$ cat config.mk
export PLATFORM = sky130hd
export DESIGN_NAME = sqvs_div
export DESIGN_NICKNAME = d
export VERILOG_FILES = /design/src/sv/sqvs_pkg.sv /design/src/sv/sqvs_div.sv
export SDC_FILE = /design/constraint.sdc
export NUM_CORES = 1
export LEC_CHECK = 0
export BUFFER_PORTS_ARGS = -buffer_cell sky130_fd_sc_hd__buf_2
export CAP_MARGIN = 20
export CELL_PAD_IN_SITES_DETAIL_PLACEMENT = 1
export CELL_PAD_IN_SITES_GLOBAL_PLACEMENT = 2
export CORE_MARGIN = 8
export CORE_UTILIZATION = 35
export CTS_CLUSTER_DIAMETER = 40
export CTS_CLUSTER_SIZE = 24
export DETAILED_ROUTE_END_ITERATION = 12
export PLACE_DENSITY_LB_ADDON = 0.1
export REMOVE_ABC_BUFFERS = 1
export SYNTH_ARGS = -nofsm -noshare
export SYNTH_HDL_FRONTEND = slang
export SYNTH_SLANG_ARGS = --single-unit
$ cat constraint.sdc
create_clock -name clk -period 3.6 [get_ports clk]
set_clock_uncertainty 0.05 [all_clocks]
set_input_delay 0.72 -clock clk [delete_from_list [all_inputs] [get_ports clk]]
set_output_delay 0.72 -clock clk [all_outputs]
set_load 0.03 [all_outputs]
$ cat src/sv/sqvs_pkg.sv
package sqvs_pkg;

  localparam int VERTEX_COUNT = 4;

  localparam int CFG_AW = 2;
  localparam int CFG_DW = 14;
  localparam logic [CFG_AW-1:0] REG_SCREEN_WIDTH  = 2'd0;
  localparam logic [CFG_AW-1:0] REG_SCREEN_HEIGHT = 2'd1;
  localparam logic [13:0] SCREEN_WIDTH_RST  = 14'd1280;
  localparam logic [13:0] SCREEN_HEIGHT_RST = 14'd720;

  localparam int CORDIC_STEPS = 16;
  localparam logic signed [32:0] CORDIC_X0 = 33'sd652032874;

  localparam int DIV_NW = 36;
  localparam int DIV_DW = 19;
  localparam int DIV_CW = 6;

  typedef struct packed {
    logic signed [15:0] pos_x;
    logic signed [15:0] pos_y;
    logic [15:0] size_x;
    logic [15:0] size_y;
    logic [15:0] cut_x;
    logic [15:0] cut_y;
    logic [15:0] cut_w;
    logic [15:0] cut_h;
    logic [15:0] angle;
    logic [13:0] tex_width;
    logic [13:0] tex_height;
    logic [31:0] color;
  } sqvs_in_t;

  typedef struct packed {
    logic [1:0]         corner;
    logic signed [15:0] ndc_x;
    logic signed [15:0] ndc_y;
    logic [15:0]        tex_u;
    logic [15:0]        tex_v;
    logic [31:0]        vertex_color;
    logic               last;
  } sqvs_out_t;

  // Sprite after the front end: sine/cosine resolved, centre formed.
  typedef struct packed {
    logic signed [15:0] cs;
    logic signed [15:0] sn;
    logic signed [17:0] ccx;
    logic signed [17:0] ccy;
    logic [15:0] size_x;
    logic [15:0] size_y;
    logic [15:0] cut_x;
    logic [15:0] cut_y;
    logic [15:0] cut_w;
    logic [15:0] cut_h;
    logic [13:0] tex_width;
    logic [13:0] tex_height;
    logic [31:0] color;
  } sqvs_job_t;

  typedef struct packed {
    logic              start;
    logic [DIV_NW-1:0] n;
    logic [DIV_DW-1:0] d;
  } sqvs_div_req_t;

  typedef struct packed {
    logic              done;
    logic [DIV_NW-1:0] q;
  } sqvs_div_rsp_t;

  function automatic logic signed [31:0] atan_turn(input logic [3:0] i);
    logic signed [31:0] r;
    case (i)
      4'd0:    r = 32'sd536870912;
      4'd1:    r = 32'sd316933406;
      4'd2:    r = 32'sd167458907;
      4'd3:    r = 32'sd85004756;
      4'd4:    r = 32'sd42667331;
      4'd5:    r = 32'sd21354465;
      4'd6:    r = 32'sd10679838;
      4'd7:    r = 32'sd5340245;
      4'd8:    r = 32'sd2670163;
      4'd9:    r = 32'sd1335086;
      4'd10:   r = 32'sd667544;
      4'd11:   r = 32'sd333772;
      4'd12:   r = 32'sd166886;
      4'd13:   r = 32'sd83443;
      4'd14:   r = 32'sd41722;
      4'd15:   r = 32'sd20861;
      default: r = 32'sd0;
    endcase
    return r;
  endfunction

  function automatic logic signed [15:0] sat_unit(input logic signed [16:0] v);
    logic signed [15:0] r;
    if (v > 17'sd16384) begin
      r = 16'sd16384;
    end else if (v < -17'sd16384) begin
      r = -16'sd16384;
    end else begin
      r = v[15:0];
    end
    return r;
  endfunction

  function automatic logic signed [15:0] sat_s16(input logic signed [36:0] v);
    logic signed [15:0] r;
    if (v > 37'sd32767) begin
      r = 16'sh7fff;
    end else if (v < -37'sd32768) begin
      r = 16'sh8000;
    end else begin
      r = v[15:0];
    end
    return r;
  endfunction

endpackage

$ cat src/sv/sqvs_div.sv
module sqvs_div import sqvs_pkg::*; (
  input  logic          clk,
  input  logic          rst_n,
  input  sqvs_div_req_t req,
  output sqvs_div_rsp_t rsp
);

  logic              busy_r, done_r;
  logic [DIV_CW-1:0] cnt_r;
  logic [DIV_NW-1:0] quot_r;
  logic [DIV_DW-1:0] rem_r, d_r;
  logic [DIV_DW:0]   shifted;
  logic [DIV_DW+1:0] diff;
  logic              ge;

  // One restoring step per cycle.
  assign shifted = {rem_r, quot_r[DIV_NW-1]};
  assign diff    = {1'b0, shifted} - {2'b00, d_r};
  assign ge      = !diff[DIV_DW+1];

  assign rsp.done = done_r;
  assign rsp.q    = quot_r;

  always_ff @(posedge clk) begin
    if (!rst_n) begin
      busy_r <= 1'b0;
      done_r <= 1'b0;
      cnt_r  <= '0;
    end else begin
      done_r <= 1'b0;
      if (req.start) begin
        busy_r <= 1'b1;
        cnt_r  <= DIV_CW'(DIV_NW);
      end else if (busy_r) begin
        cnt_r <= cnt_r - 1'b1;
        if (cnt_r == DIV_CW'(1)) begin
          busy_r <= 1'b0;
          done_r <= 1'b1;
        end
      end
    end
  end

  always_ff @(posedge clk) begin
    if (req.start) begin
      quot_r <= req.n;
      rem_r  <= '0;
      d_r    <= req.d;
    end else if (busy_r) begin
      quot_r <= {quot_r[DIV_NW-2:0], ge};
      rem_r  <= ge ? diff[DIV_DW-1:0] : shifted[DIV_DW-1:0];
    end
  end

endmodule

======== Word-level counts from Yosys, hierarchy flattened ========
Index checks and enable logic that the tools add are counted.
word-level totals
  register bits after elaboration ......... 82
  bits of input ports ..................... 58
  output and inout bits ................... 37
  word-level logic and storage cells ...... 25
operators by class
  add/subtract/negate cells ............... 2
  equality and inequality tests ........... 1
  multiplexer cells ....................... 9
  bitwise operators ....................... 2
  reductions and logical operators ........ 4
operator list
  operator                                                             number
  36-bit 2-to-1 mux                                                    2
  20-bit by 19-bit subtractor with 21-bit output                       1
  19-bit 2-to-1 mux                                                    1
  6-bit 2-to-1 mux                                                     2
  6-bit by 1-bit == test with 1-bit output (second input constant)     1
  6-bit by 1-bit subtractor with 6-bit output (second input constant)  1
  1-bit 2-to-1 mux                                                     4
  3-bit OR reduction                                                   1
  1-bit inverter                                                       2
  2-bit nonzero test                                                   1
  2-bit OR reduction                                                   1
  1-bit zero test                                                      1

======== Longest topological paths before layout ========
Gate-level depths: netlist (run 1).
  depth in word-level cells ............... 4
  mapped depth ............................ 12
  gate-level depth less buffers ........... 11

======== Worst setup path before layout (run 1) ========
Ideal clock, no wire load.
  path kind ............................... register -> register
  start point ............................. register quot_r[35]
  end point ............................... register rem_r[17]
  setup time .............................. 0.074 ns
  arrival time ............................ 2.685 ns
  data required time ...................... 3.476 ns
  slack ................................... 0.791 ns
  stages on the path, launching flop included .. 12
  buffers on the path ..................... 0
  clock period less this slack ............ 2.809 ns
  path through ............................ edfxtp_1 > inv_1 > ha_1 > fa_1 > nor2b_1 > o31ai_1 > o211ai_2 > nand2_2 > a2bb2oi_4 > a21o_4 > or3_1 > a31oi_1
on the way
  cells in the longest elaborated chain, start to end .. 2
ends and longest elaborated chain
  what                                            line            text
  start: declaration                              sqvs_div.sv:10  logic [DIV_NW-1:0] quot_r;
  start signal: assignment                        sqvs_div.sv:46  quot_r <= req.n;
  start signal: assignment                        sqvs_div.sv:50  quot_r <= {quot_r[DIV_NW-2:0], ge};
  20-bit by 19-bit subtractor with 21-bit output  sqvs_div.sv:18  assign diff = {1'b0, shifted} - {2'b00, d_r};
  19-bit 2-to-1 mux                               sqvs_div.sv:51  rem_r <= ge ? diff[DIV_DW-1:0] : shifted[DIV_DW-1:0];
  end signal: assignment                          sqvs_div.sv:51
  end: declaration                                sqvs_div.sv:11  logic [DIV_DW-1:0] rem_r, d_r;
Every way passes these cells.
A chain may end at the register's enable or synchronous reset.

======== Worst setup path after layout (run 1) ========
  start point ............................. register quot_r[35]
  end point ............................... register rem_r[13]
The elaborated chain is that of the path after synthesis.

==> results.rst, run 1 <==
.. list-table::
   :header-rows: 1

   * - Metric
     - Value
   * - Outcome
     - complete, no violations
   * - Maxcap violations
     - 0
   * - Worst Setup SP
     - quot_r[35]
   * - GRT Residual Overflow
     - 0
   * - Maximum fanout along the worst path
     - 19
   * - Synth warnings
     - 0
   * - Pwr/cell area
     - 513 nW/µm²
   * - WP data required
     - 3.80 ns
   * - Clock sink count
     - 82
   * - Weighted congestion reported at the end of routability-driven placement
     - 0.738
   * - Standard-cell row count
     - 40
   * - Antenna violation net count after detailed routing
     - 0
   * - Time the worst path needs with I/O delays and setup
     - 2.92 ns
   * - Fraction of power consumed by sequential logic
     - 43.2%
   * - Number of H-tree levels
     - 3
   * - Final wirelength
     - 10.5 mm
   * - Worst Max-Slew Pin Slew
     - 0.761 ns
   * - Total of endpoints with negative setup slack in the final report
     - 0
   * - Average routed wire per standard cell
     - 16.7 µm
   * - Max-slew headroom at the worst pin
     - 48.8%
   * - Sum of negative setup slack
     - 0 ns
   * - Post-detailed-route via-to-cell ratio
     - 5.12
   * - Post-CTS Hold Buffers
     - 0
   * - Commonest non-fill, non-tap cell in the layout
     - sky130_fd_sc_hd__buf_2
   * - Number of enable-type register cells in the synthesized netlist
     - 55
   * - Count of input and output buffers
     - 94
   * - Top-level I/O count
     - 95
   * - TritonCTS clock tree
     - built
   * - HPWL reported at the end of detailed placement
     - 7.48 mm
   * - Beginning of the worst hold path
     - cnt_r[1]
   * - Clock network fraction of design power
     - 33.8%
   * - Wire length of the first global-routing pass
     - 17.5 mm
   * - Met2 Track Usage GR
     - 21.5%
   * - Core ar.
     - 12,000 µm²
   * - Cell at the root of the clock tree
     - sky130_fd_sc_hd__clkbuf_16
   * - Proportion of synthesized chip area in sequential cells
     - 50.8%
   * - Count of different cell masters after synthesis
     - 65
   * - Leakage power
     - 2.18 nW
   * - Cts bufs inserted
     - 9
   * - Maximum vdd ir drop
     - 0.000223 V
   * - Async SR Flop Fraction
     - 0%
   * - Standard cell area after detailed placement
     - 4930 µm²
   * - Per-instance average area after synthesis
     - 11.2 µm²
   * - Post-placement worst setup slack
     - 0.643 ns
   * - Highest-count cells in the layout ignoring fill and taps
     - sky130_fd_sc_hd__buf_2 (93), sky130_fd_sc_hd__edfxtp_1 (55), sky130_fd_sc_hd__nand2_1 (37), sky130_fd_sc_hd__mux2_2 (35), sky130_fd_sc_hd__nor2_1 (33)
   * - Initial antenna violation count
     - 1
   * - Area added between synthesis and finish
     - 21.0%
   * - Overall die height
     - 127 µm
   * - Iteration-0 DRC Markers
     - 165
   * - Class of the worst hold path
     - reg -> reg
   * - Vias
     - 3,219
   * - Worst skew pair latency
     - 0.34 ns
   * - Setup repair after global routing missed its margin
     - no
   * - Final hold violation count
     - 0
   * - DRC violation count after routing
     - 0
   * - Worst hold margin
     - 0.451 ns
   * - Final design area excluding fillers
     - 5220 µm²
   * - Net switching power figure
     - 0.787 mW
   * - Upper clock frequency limit
     - 342 MHz
   * - Global-route met3 utilization
     - 5.57%
   * - Startpoint of the worst register-to-register path
     - quot_r[35]
   * - Syn Inst Count
     - 384
   * - Layout fillers
     - 1,335
   * - Width of the die
     - 127 µm
   * - Count of buffers added by post-CTS timing repair for setup
     - 0
   * - Layout cells sized above 1
     - 33.0%
   * - Synthesized area
     - 4310 µm²
   * - FF+latch count, synth
     - 82
   * - Largest net degree at the start of global routing
     - 78
   * - Number of nets in the finished design
     - 557
   * - Die area
     - 16,100 µm²
   * - Main synth FF type
     - sky130_fd_sc_hd__edfxtp_1
   * - Post-CTS Resized
     - 0
   * - Switch share
     - 29.4%
   * - Fraction of power consumed by combinational cells
     - 22.9%
   * - Overall track demand over capacity in global routing
     - 13.5%
   * - Initial core utilization
     - 35.9%
   * - Finished Core Util
     - 43.4%
   * - Kind of launch point of the worst setup path
     - flip-flop
   * - Int Pwr
     - 1.89 mW
   * - Clock slew at reported path FFs
     - 0.06 ns
   * - GR met1 Demand/Resource
     - 16.0%
   * - First-pass iteration count of the detailed router
     - 4
   * - Critical path capture point type
     - flip-flop
   * - Via count of the first global-routing pass
     - 3,605
   * - Busiest layer in global routing
     - met2
   * - Worst-case setup margin in the final layout
     - 0.676 ns
   * - Total inserted antenna cells
     - 0
   * - Worst setup path category
     - reg -> reg
   * - Number of slew-limit violations in the final report
     - 0
   * - Buffer levels on the longest clock path
     - 2
   * - Crit path arrival time
     - 3.12 ns
   * - Tcrit/Tclk final
     - 81.2%
## Yosys cell counts (3+ instances only)
library cell / instances / area [µm²]
sky130_fd_sc_hd__nor3_1: 5 / 25.0
sky130_fd_sc_hd__xnor2_1: 10 / 87.6
sky130_fd_sc_hd__clkbuf_1: 5 / 18.8
sky130_fd_sc_hd__xor2_1: 5 / 43.8
sky130_fd_sc_hd__dfxtp_1: 27 / 541
sky130_fd_sc_hd__buf_1: 6 / 22.5
sky130_fd_sc_hd__ha_1: 21 / 263
sky130_fd_sc_hd__nand2b_1: 3 / 18.8
sky130_fd_sc_hd__a21oi_1: 14 / 70.1
sky130_fd_sc_hd__nand3_1: 8 / 40.0
sky130_fd_sc_hd__a31oi_1: 3 / 18.8
sky130_fd_sc_hd__nand2_1: 37 / 139
sky130_fd_sc_hd__edfxtp_1: 55 / 1650
sky130_fd_sc_hd__a21o_1: 5 / 37.5
sky130_fd_sc_hd__nor4_1: 6 / 37.5
sky130_fd_sc_hd__o21a_1: 5 / 37.5
sky130_fd_sc_hd__a311oi_1: 11 / 96.3
sky130_fd_sc_hd__inv_1: 27 / 101
sky130_fd_sc_hd__nor2_1: 33 / 124
sky130_fd_sc_hd__o21ai_0: 12 / 60.1
sky130_fd_sc_hd__a211oi_1: 3 / 22.5
sky130_fd_sc_hd__mux2_2: 35 / 394
## worst max-delay path, stage by stage (launching register included)
cell and delay, ns:
sky130_fd_sc_hd__edfxtp_1 0.37, sky130_fd_sc_hd__inv_1 0.05, sky130_fd_sc_hd__ha_1 0.24, sky130_fd_sc_hd__fa_1 0.41
sky130_fd_sc_hd__nor2b_1 0.16, sky130_fd_sc_hd__o31ai_1 0.14, sky130_fd_sc_hd__o211ai_2 0.20, sky130_fd_sc_hd__nand2_2 0.11
sky130_fd_sc_hd__a2bb2oi_4 0.20, sky130_fd_sc_hd__a21oi_4 0.51, sky130_fd_sc_hd__nand2_1 0.10, sky130_fd_sc_hd__a311oi_1 0.29
## flip-flops by register name, indices dropped and copies added, names as in the netlist
name,count
quot_r,36
d_r,19
rem_r,19
done_r,1
busy_r,1
cnt_r,6
## layout make-up
type                            count  area, µm²  area share (%)
Inverter                           27        101            1.94
Timing Repair Buffer               97        508            9.74
Sequential cell                    82       2190            42.0
Multi-Input combinational cell    260       1940            37.2
Clock inverter                      5       55.1            1.06
Tap cell                          147        184            3.53
Clock buffer                       11        233            4.46
## power by group through the flow
stage          logic [mW]  registers (mW)  clock network, mW
5_1_grt             0.681            1.17              0.964
3_3_place_gp        0.614            1.17                  0
4_1_cts             0.624            1.16              0.939
3_5_place_dp        0.621            1.18                  0
6_report            0.614            1.16              0.905
2_1_floorplan       0.341            1.26                  0
## stage by stage
step / instances / power, mW
finish: 629 / 2.68
global route: 629 / 2.81
CTS: 629 / 2.72
detailed placement: 613 / 1.80
global placement: 613 / 1.79
floorplan: 369 / 1.60
## cell families after synthesis
kind of cell               synth area share (%)
DFF                                        50.8
AOI/OAI and AO/OA                          13.5
muxes                                      9.63
xor gates and xnor gates                   3.05
adders and majority gates                  6.56
and+or+nand+nor                            12.3
buffers and inverters                      4.12
## layer usage
| metal | vias to the layer above | wire length, µm |
|---|---|---|
| met1 | 1526 | 4780 |
| met3 | 14 | 797 |
| met4 | 2 | 162 |
| li1 | 1605 | - |
| met5 | - | 18 |
| met2 | 72 | 4760 |
## path summary, 6_finish.rpt
| check | endpoint | slack, ns | cells past startpoint |
|---|---|---|---|
| worst max-delay path | rem_r[13] | 0.68 | 11 |
| worst min-delay path | cnt_r[1] | 0.45 | 2 |
| worst max register to register | rem_r[13] | 0.68 | 11 |
| worst min register to register | cnt_r[1] | 0.45 | 2 |
Power figures use the tool's default switching activity.
==> inputs of run 2 (changes only) <==
- CORE_UTILIZATION: 35 -> 31
- clock period: 3.6 -> 2.6 ns (I/O delays scaled with it)
==> run 2 against run 1 <==
Cell area up 6.9%. Combinational power up 59%. Clock-buffer cell count down 1. Die area up 11%. Utilization down 2.8 points. Clock power up 45%. First-iteration DRC count down 53%. Sequential power up 38%. Critical path depth down 1. Flip-flop and latch count unchanged. Critical path type unchanged. Highest routed layer unchanged.
==> results.rst, run 2 (same netlist as run 1, synthesis figures left out) <==
.. list-table::
   :header-rows: 1

   * - Metric
     - Value
   * - Switch share
     - 30.3%
   * - Critical path capture point type
     - flip-flop
   * - Worst hold margin
     - 0.297 ns
   * - Clock sink count
     - 82
   * - Maxcap violations
     - 0
   * - Maximum vdd ir drop
     - 0.000425 V
   * - Beginning of the worst hold path
     - req[11]
   * - Buffer levels on the longest clock path
     - 2
   * - Register containing the most flip-flops in the final layout
     - quot_r
   * - Initial antenna violation count
     - 1
   * - Vias
     - 3,357
   * - Fraction of power consumed by combinational cells
     - 25.1%
   * - Final hold violation count
     - 0
   * - Average routed wire per standard cell
     - 16.5 µm
   * - Maximum fanout along the worst path
     - 6
   * - Total inserted antenna cells
     - 0
   * - Post-detailed-route via-to-cell ratio
     - 4.88
   * - Crit path arrival time
     - 2.76 ns
   * - Number of nets in the finished design
     - 583
   * - Cell at the root of the clock tree
     - sky130_fd_sc_hd__clkbuf_16
   * - Class of the worst hold path
     - in -> reg
   * - Cts bufs inserted
     - 9
   * - Weighted congestion reported at the end of routability-driven placement
     - 0.727
   * - Worst skew pair latency
     - 0.34 ns
   * - Largest net degree at the start of global routing
     - 41
   * - Outcome
     - complete, no violations
   * - Fraction of power consumed by sequential logic
     - 41.1%
   * - GRT Residual Overflow
     - 0
   * - Hold EP
     - d_r[11]
   * - Top-level I/O count
     - 95
   * - Library cell contributing the largest single delay on the critical path
     - sky130_fd_sc_hd__edfxtp_1
   * - Clock slew at reported path FFs
     - 0.06 ns
   * - Wire length of the first global-routing pass
     - 19.2 mm
   * - Standard cell area after detailed placement
     - 5130 µm²
   * - Kind of launch point of the worst setup path
     - flip-flop
   * - Standard-cell row count
     - 43
   * - Iteration-0 DRC Markers
     - 77
   * - Final wirelength
     - 11.4 mm
   * - Internal reg-to-reg setup slack
     - 0.04 ns
   * - Flip-flop count of the largest register, all copies and words added
     - 36
   * - Final design area excluding fillers
     - 5580 µm²
   * - Length in cells of the worst reg-to-reg path
     - 10
   * - Startpoint of the worst register-to-register path
     - d_r[0]
   * - Worst Max-Slew Pin Slew
     - 0.437 ns
   * - Layout cells sized above 1
     - 39.8%
   * - Width of the die
     - 134 µm
   * - HPWL reported at the end of detailed placement
     - 8.45 mm
   * - Commonest non-fill, non-tap cell in the layout
     - sky130_fd_sc_hd__buf_2
   * - Pwr/cell area
     - 697 nW/µm²
   * - TritonCTS clock tree
     - built
   * - Count of input and output buffers
     - 94
   * - Highest-count cells in the layout ignoring fill and taps
     - sky130_fd_sc_hd__buf_2 (93), sky130_fd_sc_hd__edfxtp_1 (55), sky130_fd_sc_hd__mux2_2 (35), sky130_fd_sc_hd__nand2_1 (34), sky130_fd_sc_hd__nor2_1 (33)
   * - Net switching power figure
     - 1.18 mW
   * - Overall track demand over capacity in global routing
     - 13.4%
   * - Post-placement cell count
     - 668
   * - Number of cells traversed by the worst hold path
     - 1
   * - DRC violation count after routing
     - 0
   * - Leakage power
     - 2.32 nW
   * - Layout fillers
     - 1,549
   * - Clock network fraction of design power
     - 33.8%
   * - Time the worst path needs with I/O delays and setup
     - 2.56 ns
   * - Antenna violation net count after detailed routing
     - 0
   * - Delay contributed by the slowest stage of the critical path
     - 0.42 ns
   * - Cell chain of the critical path
     - ha_4 > fa_2 > nor2b_4 > o31ai_4 > o211ai_2 > nand2_2 > a2bb2oi_4 > a21o_4 > or4_1 > o311ai_1
   * - Count of placed standard cells in the final layout, fillers left out
     - 688
   * - Largest registers
     - quot_r: 36 flops, d_r: 19 flops, rem_r: 19 flops
   * - Area added between synthesis and finish
     - 29.3%
   * - Die area
     - 17,900 µm²
   * - Via count of the first global-routing pass
     - 3,773
   * - Core ar.
     - 13,700 µm²
   * - Upper clock frequency limit
     - 391 MHz
   * - Endpoint of the most critical register-to-register path
     - rem_r[1]
   * - Tcrit/Tclk final
     - 98.3%
   * - First-pass iteration count of the detailed router
     - 4
   * - Worst setup path category
     - reg -> reg
   * - Int Pwr
     - 2.71 mW
   * - Number of H-tree levels
     - 3
   * - Initial core utilization
     - 31.4%
   * - Setup repair after global routing missed its margin
     - yes
   * - WP data required
     - 2.80 ns
   * - Overall die height
     - 134 µm
   * - Max-slew headroom at the worst pin
     - 70.6%
   * - Number of slew-limit violations in the final report
     - 0
   * - Total of endpoints with negative setup slack in the final report
     - 0
-- run 2: changes by cell type in the layout (fill, tap and decap cells not counted), sizes merged --
| cell | delta |
|---|---|
| buf | +26 |
| clkbuf | -1 |
| clkinv | -2 |
| clkinvlp | +1 |
| inv | +2 |
-- run 2: how the worst max path moves through the flow --
stage / startpoint / to / slack, ns / cells after the start
final: d_r[0] / rem_r[1] / 0.04 / 10
after global routing: d_r[1] / rem_r[17] / -0.08 / 10
after CTS: quot_r[35] / rem_r[17] / -0.02 / 11
after detailed placement: quot_r[35] / rem_r[3] / -0.17 / 12
after global placement: quot_r[35] / rem_r[17] / -0.05 / 11
after floorplan: quot_r[35] / rem_r[17] / -0.24 / 11
-- run 2: layout make-up --
| cell class | instances | area (µm²) | area share (%) |
|---|---|---|---|
| Multi-Input combinational cell | 260 | 2040 | 36.6 |
| Tap cell | 180 | 225 | 4.04 |
| Sequential cell | 82 | 2190 | 39.3 |
| Timing Repair Buffer | 123 | 714 | 12.8 |
| Inverter | 27 | 101 | 1.82 |
| Clock buffer | 10 | 229 | 4.11 |
| Clock inverter | 6 | 72.6 | 1.30 |
-- run 2: power groups by stage --
stage | Clock (mW) | Sequential (mW) | Combinational, mW
2_1_floorplan | 0 | 1.75 | 0.473
3_3_place_gp | 0 | 1.62 | 0.924
3_5_place_dp | 0 | 1.63 | 0.932
4_1_cts | 1.37 | 1.60 | 0.947
5_1_grt | 1.41 | 1.62 | 1.08
6_report | 1.31 | 1.60 | 0.975
-- run 2: through the flow --
| stage | util [%] | TNS, ns | setup slack [ns] | total power, mW |
|---|---|---|---|---|
| after floorplan | - | -3.32 | -0.240 | 2.22 |
| after global placement | 37.4 | -0.399 | -0.0542 | 2.55 |
| after detailed placement | 37.4 | -1.87 | -0.174 | 2.56 |
| after CTS | 39.8 | -0.0161 | -0.0161 | 3.92 |
| after global routing | 40.6 | -0.931 | -0.0822 | 4.11 |
| final | 40.6 | 0 | 0.0449 | 3.89 |
-- run 2: worst max-delay path: cells and delay by family, from the launching register on --
kind                     cells  cell delay, ns
AO/OA/AOI/OAI                5            0.77
adder cells (fa/ha/maj)      2            0.58
flip-flops                   1            0.42
AND/OR/NAND/NOR              3            0.65
-- run 2: timing repair --
item,in CTS,in global routing
pin swaps,1,19
setup buffers,1,3
gates resized for setup,5,17
endpoints found under the setup margin,20,19
hold buffers,0,0
-- run 2: layer usage --
layer	GRT usage (%)	part of all wire (%)
met1	15.5	43
met5	0	0.070
met2	21.3	47
met3	6.73	8.8
met4	4.12	1.3
